$ cat src/pcf_pkg.sv
package pcf_pkg;

    localparam int unsigned PALETTE_ENTRIES = 512;

    localparam logic [8:0] FULL_WEIGHT = 9'h100;

    localparam logic [14:0] RED_BITS   = 15'h001F;
    localparam logic [14:0] GREEN_BITS = 15'h03E0;
    localparam logic [14:0] BLUE_BITS  = 15'h7C00;

    localparam int unsigned CFG_INDEX_W = 3;
    localparam int unsigned CFG_DATA_W  = 15;

    localparam logic [CFG_INDEX_W-1:0] REG_TARGET_COLOR = 3'd0;
    localparam logic [CFG_INDEX_W-1:0] REG_FADE_SPEED   = 3'd1;
    localparam logic [CFG_INDEX_W-1:0] REG_FADE_IN      = 3'd2;
    localparam logic [CFG_INDEX_W-1:0] REG_FIRST_INDEX  = 3'd3;
    localparam logic [CFG_INDEX_W-1:0] REG_ENTRY_COUNT  = 3'd4;

    localparam logic [14:0] TARGET_COLOR_RESET = 15'd0;
    localparam logic [8:0]  FADE_SPEED_RESET   = 9'd16;
    localparam logic        FADE_IN_RESET      = 1'b0;
    localparam logic [8:0]  FIRST_INDEX_RESET  = 9'd0;
    localparam logic [9:0]  ENTRY_COUNT_RESET  = 10'd512;

    localparam logic [1:0] CMD_BLEND   = 2'd0;
    localparam logic [1:0] CMD_TICK    = 2'd1;
    localparam logic [1:0] CMD_RESTART = 2'd2;

    typedef struct packed {
        logic [1:0]  command;
        logic [8:0]  entry_index;
        logic [14:0] source_color;
    } item_t;

    typedef struct packed {
        logic [8:0]  out_index;
        logic [14:0] blended_color;
        logic        write_enable;
        logic        fade_done;
    } result_t;

    typedef struct packed {
        logic [14:0] target_color;
        logic [8:0]  fade_speed;
        logic        fade_in;
        logic [8:0]  first_index;
        logic [9:0]  entry_count;
    } cfg_t;

    typedef struct packed {
        logic tick;
        logic restart;
    } level_cmd_t;

endpackage

$ cat src/pcf_cfg_regs.sv
module pcf_cfg_regs (
    input  logic                              clk,
    input  logic                              rst_n,
    input  logic                              cfg_write,
    input  logic [pcf_pkg::CFG_INDEX_W-1:0]   cfg_index,
    input  logic [pcf_pkg::CFG_DATA_W-1:0]    cfg_data,
    output pcf_pkg::cfg_t                     cfg
);

    pcf_pkg::cfg_t cfg_reg;
    pcf_pkg::cfg_t cfg_next;

    always_comb
    begin
        cfg_next = cfg_reg;
        if (cfg_write)
        begin
            unique case (cfg_index)
                pcf_pkg::REG_TARGET_COLOR: cfg_next.target_color = cfg_data[14:0];
                pcf_pkg::REG_FADE_SPEED:   cfg_next.fade_speed   = cfg_data[8:0];
                pcf_pkg::REG_FADE_IN:      cfg_next.fade_in      = cfg_data[0];
                pcf_pkg::REG_FIRST_INDEX:  cfg_next.first_index  = cfg_data[8:0];
                pcf_pkg::REG_ENTRY_COUNT:  cfg_next.entry_count  = cfg_data[9:0];
                default:                   cfg_next = cfg_reg;
            endcase
        end
    end

    always_ff @(posedge clk or negedge rst_n)
    begin
        if (!rst_n)
        begin
            cfg_reg.target_color <= pcf_pkg::TARGET_COLOR_RESET;
            cfg_reg.fade_speed   <= pcf_pkg::FADE_SPEED_RESET;
            cfg_reg.fade_in      <= pcf_pkg::FADE_IN_RESET;
            cfg_reg.first_index  <= pcf_pkg::FIRST_INDEX_RESET;
            cfg_reg.entry_count  <= pcf_pkg::ENTRY_COUNT_RESET;
        end
        else
        begin
            cfg_reg <= cfg_next;
        end
    end

    assign cfg = cfg_reg;

endmodule

$ cat src/pcf_level.sv
module pcf_level (
    input  logic                  clk,
    input  logic                  rst_n,
    input  pcf_pkg::level_cmd_t   level_cmd,
    input  logic [8:0]            fade_speed,
    output logic [8:0]            weight
);

    logic [8:0] level_reg;
    logic [8:0] level_next;
    logic [9:0] level_sum;

    assign level_sum = {1'b0, level_reg} + {1'b0, fade_speed};

    always_comb
    begin
        level_next = level_reg;
        if (level_cmd.restart)
        begin
            level_next = 9'd0;
        end
        else if (level_cmd.tick)
        begin
            if (level_sum > {1'b0, pcf_pkg::FULL_WEIGHT})
            begin
                level_next = pcf_pkg::FULL_WEIGHT;
            end
            else
            begin
                level_next = level_sum[8:0];
            end
        end
    end

    always_ff @(posedge clk or negedge rst_n)
    begin
        if (!rst_n)
        begin
            level_reg <= 9'd0;
        end
        else
        begin
            level_reg <= level_next;
        end
    end

    assign weight = pcf_pkg::FULL_WEIGHT - level_reg;

`ifndef SYNTHESIS
    a_level_in_range: assert property (@(posedge clk) disable iff (!rst_n)
        level_reg <= pcf_pkg::FULL_WEIGHT)
        else $error("Fade level exceeds full weight.");

    a_restart_clears: assert property (@(posedge clk) disable iff (!rst_n)
        level_cmd.restart |=> level_reg == 9'd0)
        else $error("Restart did not clear the fade level.");
`endif

endmodule

$ cat src/pcf_blend.sv
module pcf_blend (
    input  pcf_pkg::item_t    item,
    input  pcf_pkg::cfg_t     cfg,
    input  logic [8:0]        weight,
    output pcf_pkg::result_t  result
);

    function automatic logic [14:0] blend_chan(
        input logic [14:0] src,
        input logic [14:0] tgt,
        input logic [14:0] mask,
        input logic        fin,
        input logic [8:0]  w
    );
        logic signed [15:0] a;
        logic signed [15:0] b;
        logic signed [15:0] d;
        logic signed [25:0] prod;
        logic signed [25:0] adj;
        logic [14:0]        base;
        logic [14:0]        q;
        logic [14:0]        sum;
        a = signed'({1'b0, src & mask});
        b = signed'({1'b0, tgt & mask});
        d = fin ? (b - a) : (a - b);
        prod = d * signed'({1'b0, w});
        // Bias negative products so the shift truncates toward zero.
        adj = prod[25] ? (prod + 26'sd255) : prod;
        q = adj[22:8];
        base = fin ? src : tgt;
        sum = q + base;
        return sum & mask;
    endfunction

    logic        in_range;
    logic [10:0] range_end;
    logic [14:0] color;

    assign range_end = {2'b00, cfg.first_index} + {1'b0, cfg.entry_count};
    assign in_range  = (item.entry_index >= cfg.first_index)
                    && ({2'b00, item.entry_index} < range_end)
                    && ({2'b00, item.entry_index} < 11'(pcf_pkg::PALETTE_ENTRIES));

    assign color = blend_chan(item.source_color, cfg.target_color, pcf_pkg::BLUE_BITS,
                              cfg.fade_in, weight)
                 | blend_chan(item.source_color, cfg.target_color, pcf_pkg::GREEN_BITS,
                              cfg.fade_in, weight)
                 | blend_chan(item.source_color, cfg.target_color, pcf_pkg::RED_BITS,
                              cfg.fade_in, weight);

    always_comb
    begin
        result = '0;
        unique case (item.command)
            pcf_pkg::CMD_BLEND:
            begin
                result.out_index = item.entry_index;
                if (in_range)
                begin
                    result.blended_color = color;
                    result.write_enable  = 1'b1;
                end
            end
            pcf_pkg::CMD_TICK:
            begin
                result.fade_done = (weight == 9'd0);
            end
            default:
            begin
                result = '0;
            end
        endcase
    end

endmodule

$ cat src/palette_color_fade.sv
// Palette color fade engine for 5-5-5 palette entries.
// The item channel (item_valid, item_ready, item) carries one command per
// transaction: a blend of one palette entry, a frame tick, or a fade restart.
// Every item produces exactly one transaction on the result channel
// (result_valid, result_ready, result), in order.
// A blend returns the entry index and, when the index is in the configured
// range, the faded color with write_enable set. A tick returns fade_done when
// the weight was zero and then adds fade_speed to the fade level, up to 256.
// The item is registered at acceptance, blended combinationally, and shown
// from the result register. Throughput is one item per cycle unless the
// receiver stalls: the input stage hands its item on whenever the result
// register is empty or being read. Configuration registers are written
// through cfg_write, cfg_index and cfg_data; the user must do so only while
// no transaction is in flight, as the block does not check for it.
// Reset clears the fade level, loads the register defaults and empties both
// pipeline stages. When the receiver stalls, the result and one pending item
// are held, and item_ready drops once both stages are full.
module palette_color_fade (
    input  logic                              clk,
    input  logic                              rst_n,
    input  logic                              cfg_write,
    input  logic [pcf_pkg::CFG_INDEX_W-1:0]   cfg_index,
    input  logic [pcf_pkg::CFG_DATA_W-1:0]    cfg_data,
    input  logic                              item_valid,
    output logic                              item_ready,
    input  pcf_pkg::item_t                    item,
    output logic                              result_valid,
    input  logic                              result_ready,
    output pcf_pkg::result_t                  result
);

    pcf_pkg::cfg_t        cfg;
    pcf_pkg::level_cmd_t  level_cmd;
    logic [8:0]           weight;

    logic                 s1_valid_reg;
    logic                 s1_valid_next;
    pcf_pkg::item_t       s1_item_reg;
    logic                 out_valid_reg;
    logic                 out_valid_next;
    pcf_pkg::result_t     out_data_reg;
    pcf_pkg::result_t     blend_result;
    logic                 s1_advance;
    logic                 item_accept;

    pcf_cfg_regs u_cfg_regs (
        .clk       (clk),
        .rst_n     (rst_n),
        .cfg_write (cfg_write),
        .cfg_index (cfg_index),
        .cfg_data  (cfg_data),
        .cfg       (cfg)
    );

    pcf_level u_level (
        .clk        (clk),
        .rst_n      (rst_n),
        .level_cmd  (level_cmd),
        .fade_speed (cfg.fade_speed),
        .weight     (weight)
    );

    pcf_blend u_blend (
        .item   (s1_item_reg),
        .cfg    (cfg),
        .weight (weight),
        .result (blend_result)
    );

    assign s1_advance  = s1_valid_reg && (!out_valid_reg || result_ready);
    assign item_ready  = !s1_valid_reg || s1_advance;
    assign item_accept = item_valid && item_ready;

    assign level_cmd.tick    = s1_advance && (s1_item_reg.command == pcf_pkg::CMD_TICK);
    assign level_cmd.restart = s1_advance && (s1_item_reg.command == pcf_pkg::CMD_RESTART);

    always_comb
    begin
        s1_valid_next = s1_valid_reg;
        if (item_accept)
        begin
            s1_valid_next = 1'b1;
        end
        else if (s1_advance)
        begin
            s1_valid_next = 1'b0;
        end

        out_valid_next = out_valid_reg;
        if (s1_advance)
        begin
            out_valid_next = 1'b1;
        end
        else if (result_ready)
        begin
            out_valid_next = 1'b0;
        end
    end

    always_ff @(posedge clk or negedge rst_n)
    begin
        if (!rst_n)
        begin
            s1_valid_reg  <= 1'b0;
            out_valid_reg <= 1'b0;
        end
        else
        begin
            s1_valid_reg  <= s1_valid_next;
            out_valid_reg <= out_valid_next;
        end
    end

    always_ff @(posedge clk)
    begin
        if (item_accept)
        begin
            s1_item_reg <= item;
        end
        if (s1_advance)
        begin
            out_data_reg <= blend_result;
        end
    end

    assign result_valid = out_valid_reg;
    assign result       = out_data_reg;

`ifndef SYNTHESIS
    a_stage_holds: assert property (@(posedge clk) disable iff (!rst_n)
        s1_valid_reg && !s1_advance |=> s1_valid_reg && $stable(s1_item_reg))
        else $error("Pending transaction in the input stage was lost or changed.");

    a_write_or_done: assert property (@(posedge clk) disable iff (!rst_n)
        result_valid |-> !(result.write_enable && result.fade_done))
        else $error("Result flags both a palette write and fade done.");

    a_no_write_no_color: assert property (@(posedge clk) disable iff (!rst_n)
        result_valid && !result.write_enable |-> result.blended_color == 15'd0)
        else $error("Color present on a result that writes nothing.");

    a_advance_fills_output: assert property (@(posedge clk) disable iff (!rst_n)
        s1_advance |=> out_valid_reg)
        else $error("Advancing transaction did not reach the result register.");
`endif

endmodule
$ cat config.mk
export PLATFORM = sky130hd
export DESIGN_NAME = palette_color_fade
export DESIGN_NICKNAME = d
export VERILOG_FILES = /design/src/pcf_pkg.sv /design/src/pcf_cfg_regs.sv /design/src/pcf_level.sv /design/src/pcf_blend.sv /design/src/palette_color_fade.sv
export SDC_FILE = /design/constraint.sdc
export NUM_CORES = 1
export LEC_CHECK = 0
export ABC_AREA = 1
export BUFFER_PORTS_ARGS = -buffer_cell sky130_fd_sc_hd__buf_2
export CORE_MARGIN = 2
export CORE_UTILIZATION = 60
export CTS_CLUSTER_DIAMETER = 150
export DETAILED_ROUTE_END_ITERATION = 16
export GPL_ROUTABILITY_DRIVEN = 0
export PLACE_DENSITY = 0.78
export SYNTH_ARGS = -nofsm -noshare
export SYNTH_HDL_FRONTEND = slang
export SYNTH_SLANG_ARGS = --single-unit
$ cat constraint.sdc
create_clock -name clk -period 16.2 [get_ports clk]
set_clock_uncertainty 0.2 [all_clocks]
set_input_delay 3.24 -clock clk [delete_from_list [all_inputs] [get_ports clk]]
set_output_delay 3.24 -clock clk [all_outputs]
set_load 0.03 [all_outputs]
# Word-level counts from Yosys, hierarchy flattened
# Cells that the tools add are included.
totals:
  regBits: 107
  inputBits: 49
classes:
  add_sub_neg: 15
  n_mul: 3
  n_lt_le_gt_ge: 3
  eq_ne: 6
  muxes: 15
  bitwise_logic: 2
  n_reduce_logical: 21
op_table:
  columns: ["operator", "count"]
  rows:
  - ["16-bit by 10-bit multiplier with 26-bit output", 3]
  - ["16-bit 2-to-1 mux", 3]
  - ["15-bit by 15-bit subtractor with 16-bit output", 2]
  - ["9-bit 2-to-1 mux", 3]
  - ["23-bit by 9-bit adder with 23-bit output (second input constant)", 1]
  - ["23-bit 2-to-1 mux", 1]
  - ["10-bit by 10-bit subtractor with 11-bit output", 2]
  - ["18-bit by 9-bit adder with 18-bit output (second input constant)", 1]
  - ["18-bit 2-to-1 mux", 1]
  - ["15-bit adder", 1]
  - ["15-bit 2-to-1 mux", 1]
  - ["15-bit by 10-bit OR with 15-bit output", 1]
  - ["15-bit by 5-bit OR with 15-bit output", 1]
  - ["13-bit by 9-bit adder with 13-bit output (second input constant)", 1]
  - ["13-bit 2-to-1 mux", 1]
  - ["2-bit AND reduction", 6]
  - ["5-bit by 5-bit subtractor with 6-bit output", 2]
  - ["9-bit by 10-bit adder with 11-bit output", 1]
  - ["9-bit by 11-bit less-than comparator with 1-bit output", 1]
  - ["10-bit adder", 1]
  - ["9-bit by 9-bit adder with 10-bit output", 1]
  - ["10-bit by 9-bit greater-than comparator with 1-bit output (second input constant)", 1]
  - ["9-bit greater-or-equal comparator", 1]
  - ["9-bit logical NOT", 1]
  - ["14 further kinds", 27]

# Depth between registers and ports, before layout
logic_depth:
  word_depth: 8
  mapped_depth: 46
  ltp_nobuf: 46

# Modules after synthesis
# A second synthesis with hierarchy kept.
hier_totals:
  hier_cells: 1931
  area_unflattened_um2: 15362.2
modules_own_cells:
  columns: ["mod", "n_inst", "cells_each", "area_each_um2"]
  rows:
  - ["pcf_blend", 1, 1497, 10794.1]
  - ["pcf_cfg_regs", 1, 202, 1824.2]
  - ["palette_color_fade", 1, 70, 1682.9]
  - ["pcf_level", 1, 162, 1061.0]

# Worst setup path after synthesis
# OpenSTA, ideal clock, no wires.
synth_path:
  kind: "flip-flop to flip-flop"
  from: "register u_level.level_reg[0]"
  to: "register out_data_reg, in the netlist result[6], data pin"
  t_arrival_ns: 7.446
  t_required_ns: 15.745
  path_slack_ns: 8.300
  path_stages_with_launch: 42
  path_buffers: 3
  period_less_slack_ns: 7.900
  cell_sequence: "dfrtp_1 -> inv_2 -> clkbuf_1 -> clkbuf_1 -> ha_1 -> nand2_2 -> nor2_8 -> nand3_4 -> nand2_1 -> clkbuf_1 -> nor2_1 -> fa_1 -> inv_1 -> fa_1 -> inv_1 -> fa_1 -> inv_1 -> fa_1 -> [... 6 more ...] -> o211ai_1 -> nand2_1 -> nand3_1 -> nand2_1 -> o21ai_0 -> a21oi_1 -> xnor2_1 -> inv_1 -> ha_1 -> inv_1 -> fa_1 -> o21ai_0 -> a21oi_1 -> xnor2_1 -> xor2_1 -> nand3_1 -> nand2_1 -> nor2_1"
synth_between:
  elab_chain_cells: 6
synth_rtl:
  columns: ["element", "line", "text"]
  rows:
  - ["start: declaration", "pcf_level.sv:9", "logic [8:0] level_reg;"]
  - ["start signal: assignment", "pcf_level.sv:43", "level_reg <= level_next;"]
  - ["9-bit subtractor *", "pcf_level.sv:47", "assign weight = pcf_pkg::FULL_WEIGHT - level_reg;"]
  - ["16-bit by 10-bit multiplier with 26-bit output *", "pcf_blend.sv:26", "prod = d * signed'({1'b0, w});"]
  - ["13-bit by 9-bit adder with 13-bit output", "pcf_blend.sv:28", "adj = prod[25] ? (prod + 26'sd255) : prod;"]
  - ["13-bit 2-to-1 mux *", "pcf_blend.sv:28", null]
  - ["5-bit adder *", "pcf_blend.sv:31", "sum = q + base;"]
  - ["15-bit by 5-bit OR with 15-bit output *", "pcf_blend.sv:48", "| blend_chan(item.source_color, cfg.target_color, pcf_pkg::RED_BITS,"]
  - ["end signal: assignment", "palette_color_fade.sv:122", "out_data_reg <= blend_result;"]
  - ["end: declaration", "palette_color_fade.sv:41", "pcf_pkg::result_t out_data_reg;"]
# Every way passes the cells marked *; elsewhere a longest branch is shown, timed or not.
# A chain may end at the register's enable or synchronous reset.

# Worst setup path after layout
layout_path:
  from: "register u_cfg_regs.cfg_reg, in the netlist u_cfg_regs.cfg[19]"
  to: "register out_data_reg, in the netlist result[6], data pin"
layout_between:
  elab_chain_cells: 6
  word_cells_on_any_way: 7
  classes_between: "add/sub (2); mul (1); mux (3); bitwise (1)"
layout_rtl:
  columns: ["element", "line", "text"]
  rows:
  - ["start: declaration", "pcf_cfg_regs.sv:10", "pcf_pkg::cfg_t cfg_reg;"]
  - ["start signal: assignment", "pcf_cfg_regs.sv:41", "cfg_reg <= cfg_next;"]
  - ["16-bit 2-to-1 mux", "pcf_blend.sv:25", "d = fin ? (b - a) : (a - b);"]
  - ["16-bit by 10-bit multiplier with 26-bit output", "pcf_blend.sv:26", null]
  - ["13-bit by 9-bit adder with 13-bit output", "pcf_blend.sv:28", null]
  - ["13-bit 2-to-1 mux", "pcf_blend.sv:28", null]
  - ["5-bit adder *", "pcf_blend.sv:31", null]
  - ["15-bit by 5-bit OR with 15-bit output *", "pcf_blend.sv:48", null]
# Marks and branches as above.

==> run summary <==
Num CTS Buffers - 9
Max Fclk - 0.114 GHz
RSZ-0062 raised after global routing - no
Crit path max-delay family - adder cells
FP Rows - 57
Die ar. - 26,300 sq um
slowest stage delay, CP - 700 ps
number of synthesized flops with an enable pin - 52
yosys warns - 0
actual slew at the worst max-slew pin - 1150 ps
fin crit share - 0.542
xor-xnor portion of the synthesized cell area - 0.0435
Die H - 162 microns
Area contributors post-synth - fa_1, ha_1, edfxtp_1
Port Buffers - 76
CTS tree - yes
Hold WC Path Type - flop to flop
Seq/Total Area, Yosys - 0.196
root buffer cell - clkbuf_16
HPWL Detailed - 29,500 microns
number of global-route vias before repair - 12,600
H-tree lvl count - 3
Synth Area in Compound Gates - 0.0851
Area Growth Syn to Fin - 6.79%
Adder-Cell Fraction of Synth Area - 0.386
nets - 2,341
Post-synth top flop - dfrtp_1
clock transition at the registers of the reported paths - 90 ps
Yosys reg bits - 107
Largest register FFs - 44
post-route antenna net violation count - 0
synthesized area per cell - 8.09 sq um
Post-synth ARST share - 0.514
Starting Density - 0.614
die width - 162 microns
Finish-stage setup viols - 0
critical setup path kind - flop to flop
clock latency on the worst-skew pair - 360 ps
post-CTS setup buffer count - 0
Global Route met2 Usage - 0.474
DRT iter0 DRCs - 796
Setup crit start kind - flop
Slew HR - 0.234
cell with the most instances after synthesis - inv_1
met1 usage - 0.371
Slowest cell on crit path - fa_1
wire per inst - 15.6 microns
synthesized cell area - 15,000 sq um
first-pass GRT wire length - 59,300 microns
largest net degree at the start of global routing - 56
share of cells above drive strength 1 - 0.0700
Worst EP arrival - 8710 ps
gr ovfl total - 0
total routed wirelength - 35,200 microns
post-synth top area share - 0.213
n_diodes - 0
largest area contributor in the netlist - fa_1
status - finished, final reports clean
total core area - 24,500 sq um
combinational family with the most area after synthesis - adder cells
CTS max path bufs - 2
met3 Resource Use GR - 0.0355
fin crit period - 8790 ps
antenna violations before repair - 0
hold_buf cts - 0
I/O Pins - 77
Pins Over Slew Limit - 0
maxcap violations - 0
CP dominant cell by count - nand2_1
Via Count - 12,200
r2r setup slk - 7410 ps
Final Hold Fails - 0
WP buf/inv - 7
Yosys cell types - 54
CP Capture Type - flop
PostCTS Resize Cnt - 0
drt first pass iters - 6
net count after synthesis - 2,275
gr usage total - 0.281
Setup TNS - 0 ps
grt peak-use layer - met2
# fillers - 2,005
Commonest cells post-synth - inv_1, nand2_1, ha_1
residual DRC count - 0
Req. time, crit path - 16,120 ps
Mapped Cells - 1,858
mux share of post-synthesis cell area - 0
Post-Synth Simple-Gate Area - 0.176
crit-path max FO - 35
Avg Vias per Cell - 5.41
CTS sink count - 107
==> metal layers <==
layer / wire length, microns / up-vias
li1: - / 5923
met1: 14900 / 5761
met2: 16800 / 424
met3: 2190 / 89
met4: 1360 / 0
met5: 0 / -
==> worst register-to-register path, delay by kind of cell (launching register included) <==
kind            cells  cell delay, ps
buf+inv             7             940
xor+xnor            3             590
compound gates      9            1050
flops               1             650
simple gates       14            1310
fa+ha+maj           8            3800
==> cell families (layout without fill, tap and decap cells) <==
kind of cell,count (synthesis),after routing
fa+ha+maj,368,368
simple gates,628,628
xor+xnor,70,70
compound gates,234,234
flops,107,107
buf+inv,451,522
==> cell type report <==
type	instances	area, sq um	share of cell area
flip-flops and latches	107	2940	0.183
repair buffers	81	418	0.0260
multi-input cells	1300	10400	0.647
clock inverters	7	81.3	0.00507
well taps	324	405	0.0253
inverters	425	1600	0.0994
clock buffers	9	225	0.0140
==> layout by cell type (no fill, tap or decap), drive strengths merged, types with 2 or more instances in the layout <==
master	n
nand3	53
nor3	16
nand2	313
edfxtp	52
a21oi	97
xor2	45
nand3b	3
ha	208
clkbuf	9
o311ai	3
a21o	6
o211ai	7
a211oi	4
nand4	19
o21a	2
inv	427
and2	3
clkinv	5
or2	10
o31ai	2
o2111ai	2
fa	160
nor2	208
buf	81
xnor2	24
o21bai	4
o21ai	100
nor4	2
o221ai	2
a21boi	2
dfstp	2
dfrtp	53
==> path summary, 6_finish.rpt <==
check | startpoint | to | depth (start not counted)
max | u_cfg_regs.cfg[19] | result[6] | 41
min | u_cfg_regs.cfg[26] | u_cfg_regs.cfg[26] | 2
max reg2reg | u_cfg_regs.cfg[19] | result[6] | 41
min reg2reg | u_cfg_regs.cfg[26] | u_cfg_regs.cfg[26] | 2
max in group asynchronous | rst_n | u_cfg_regs.cfg[34] | 2
min in group asynchronous | rst_n | u_cfg_regs.cfg[15] | 2
==> stage by stage <==
| stage | util | std cells | setup slack, ps | area (sq um) | hold WS (ps) |
|---|---|---|---|---|---|
| 3_5_place_dp | 0.643 | 2237 | 7470 | 15700 | 282 |
| 5_1_grt | 0.656 | 2253 | 6750 | 16000 | 316 |
| 6_report | 0.656 | 2253 | 7410 | 16000 | 302 |
| 4_1_cts | 0.656 | 2253 | 7480 | 16000 | 305 |
| 3_3_place_gp | 0.643 | 2237 | 7840 | 15700 | 277 |
| 2_1_floorplan | - | 1858 | 8300 | 15000 | 259 |
Power is left out: the tool's default activity adds up to more than one toggle a clock period on the data nets, which glitch-free logic cannot reach.
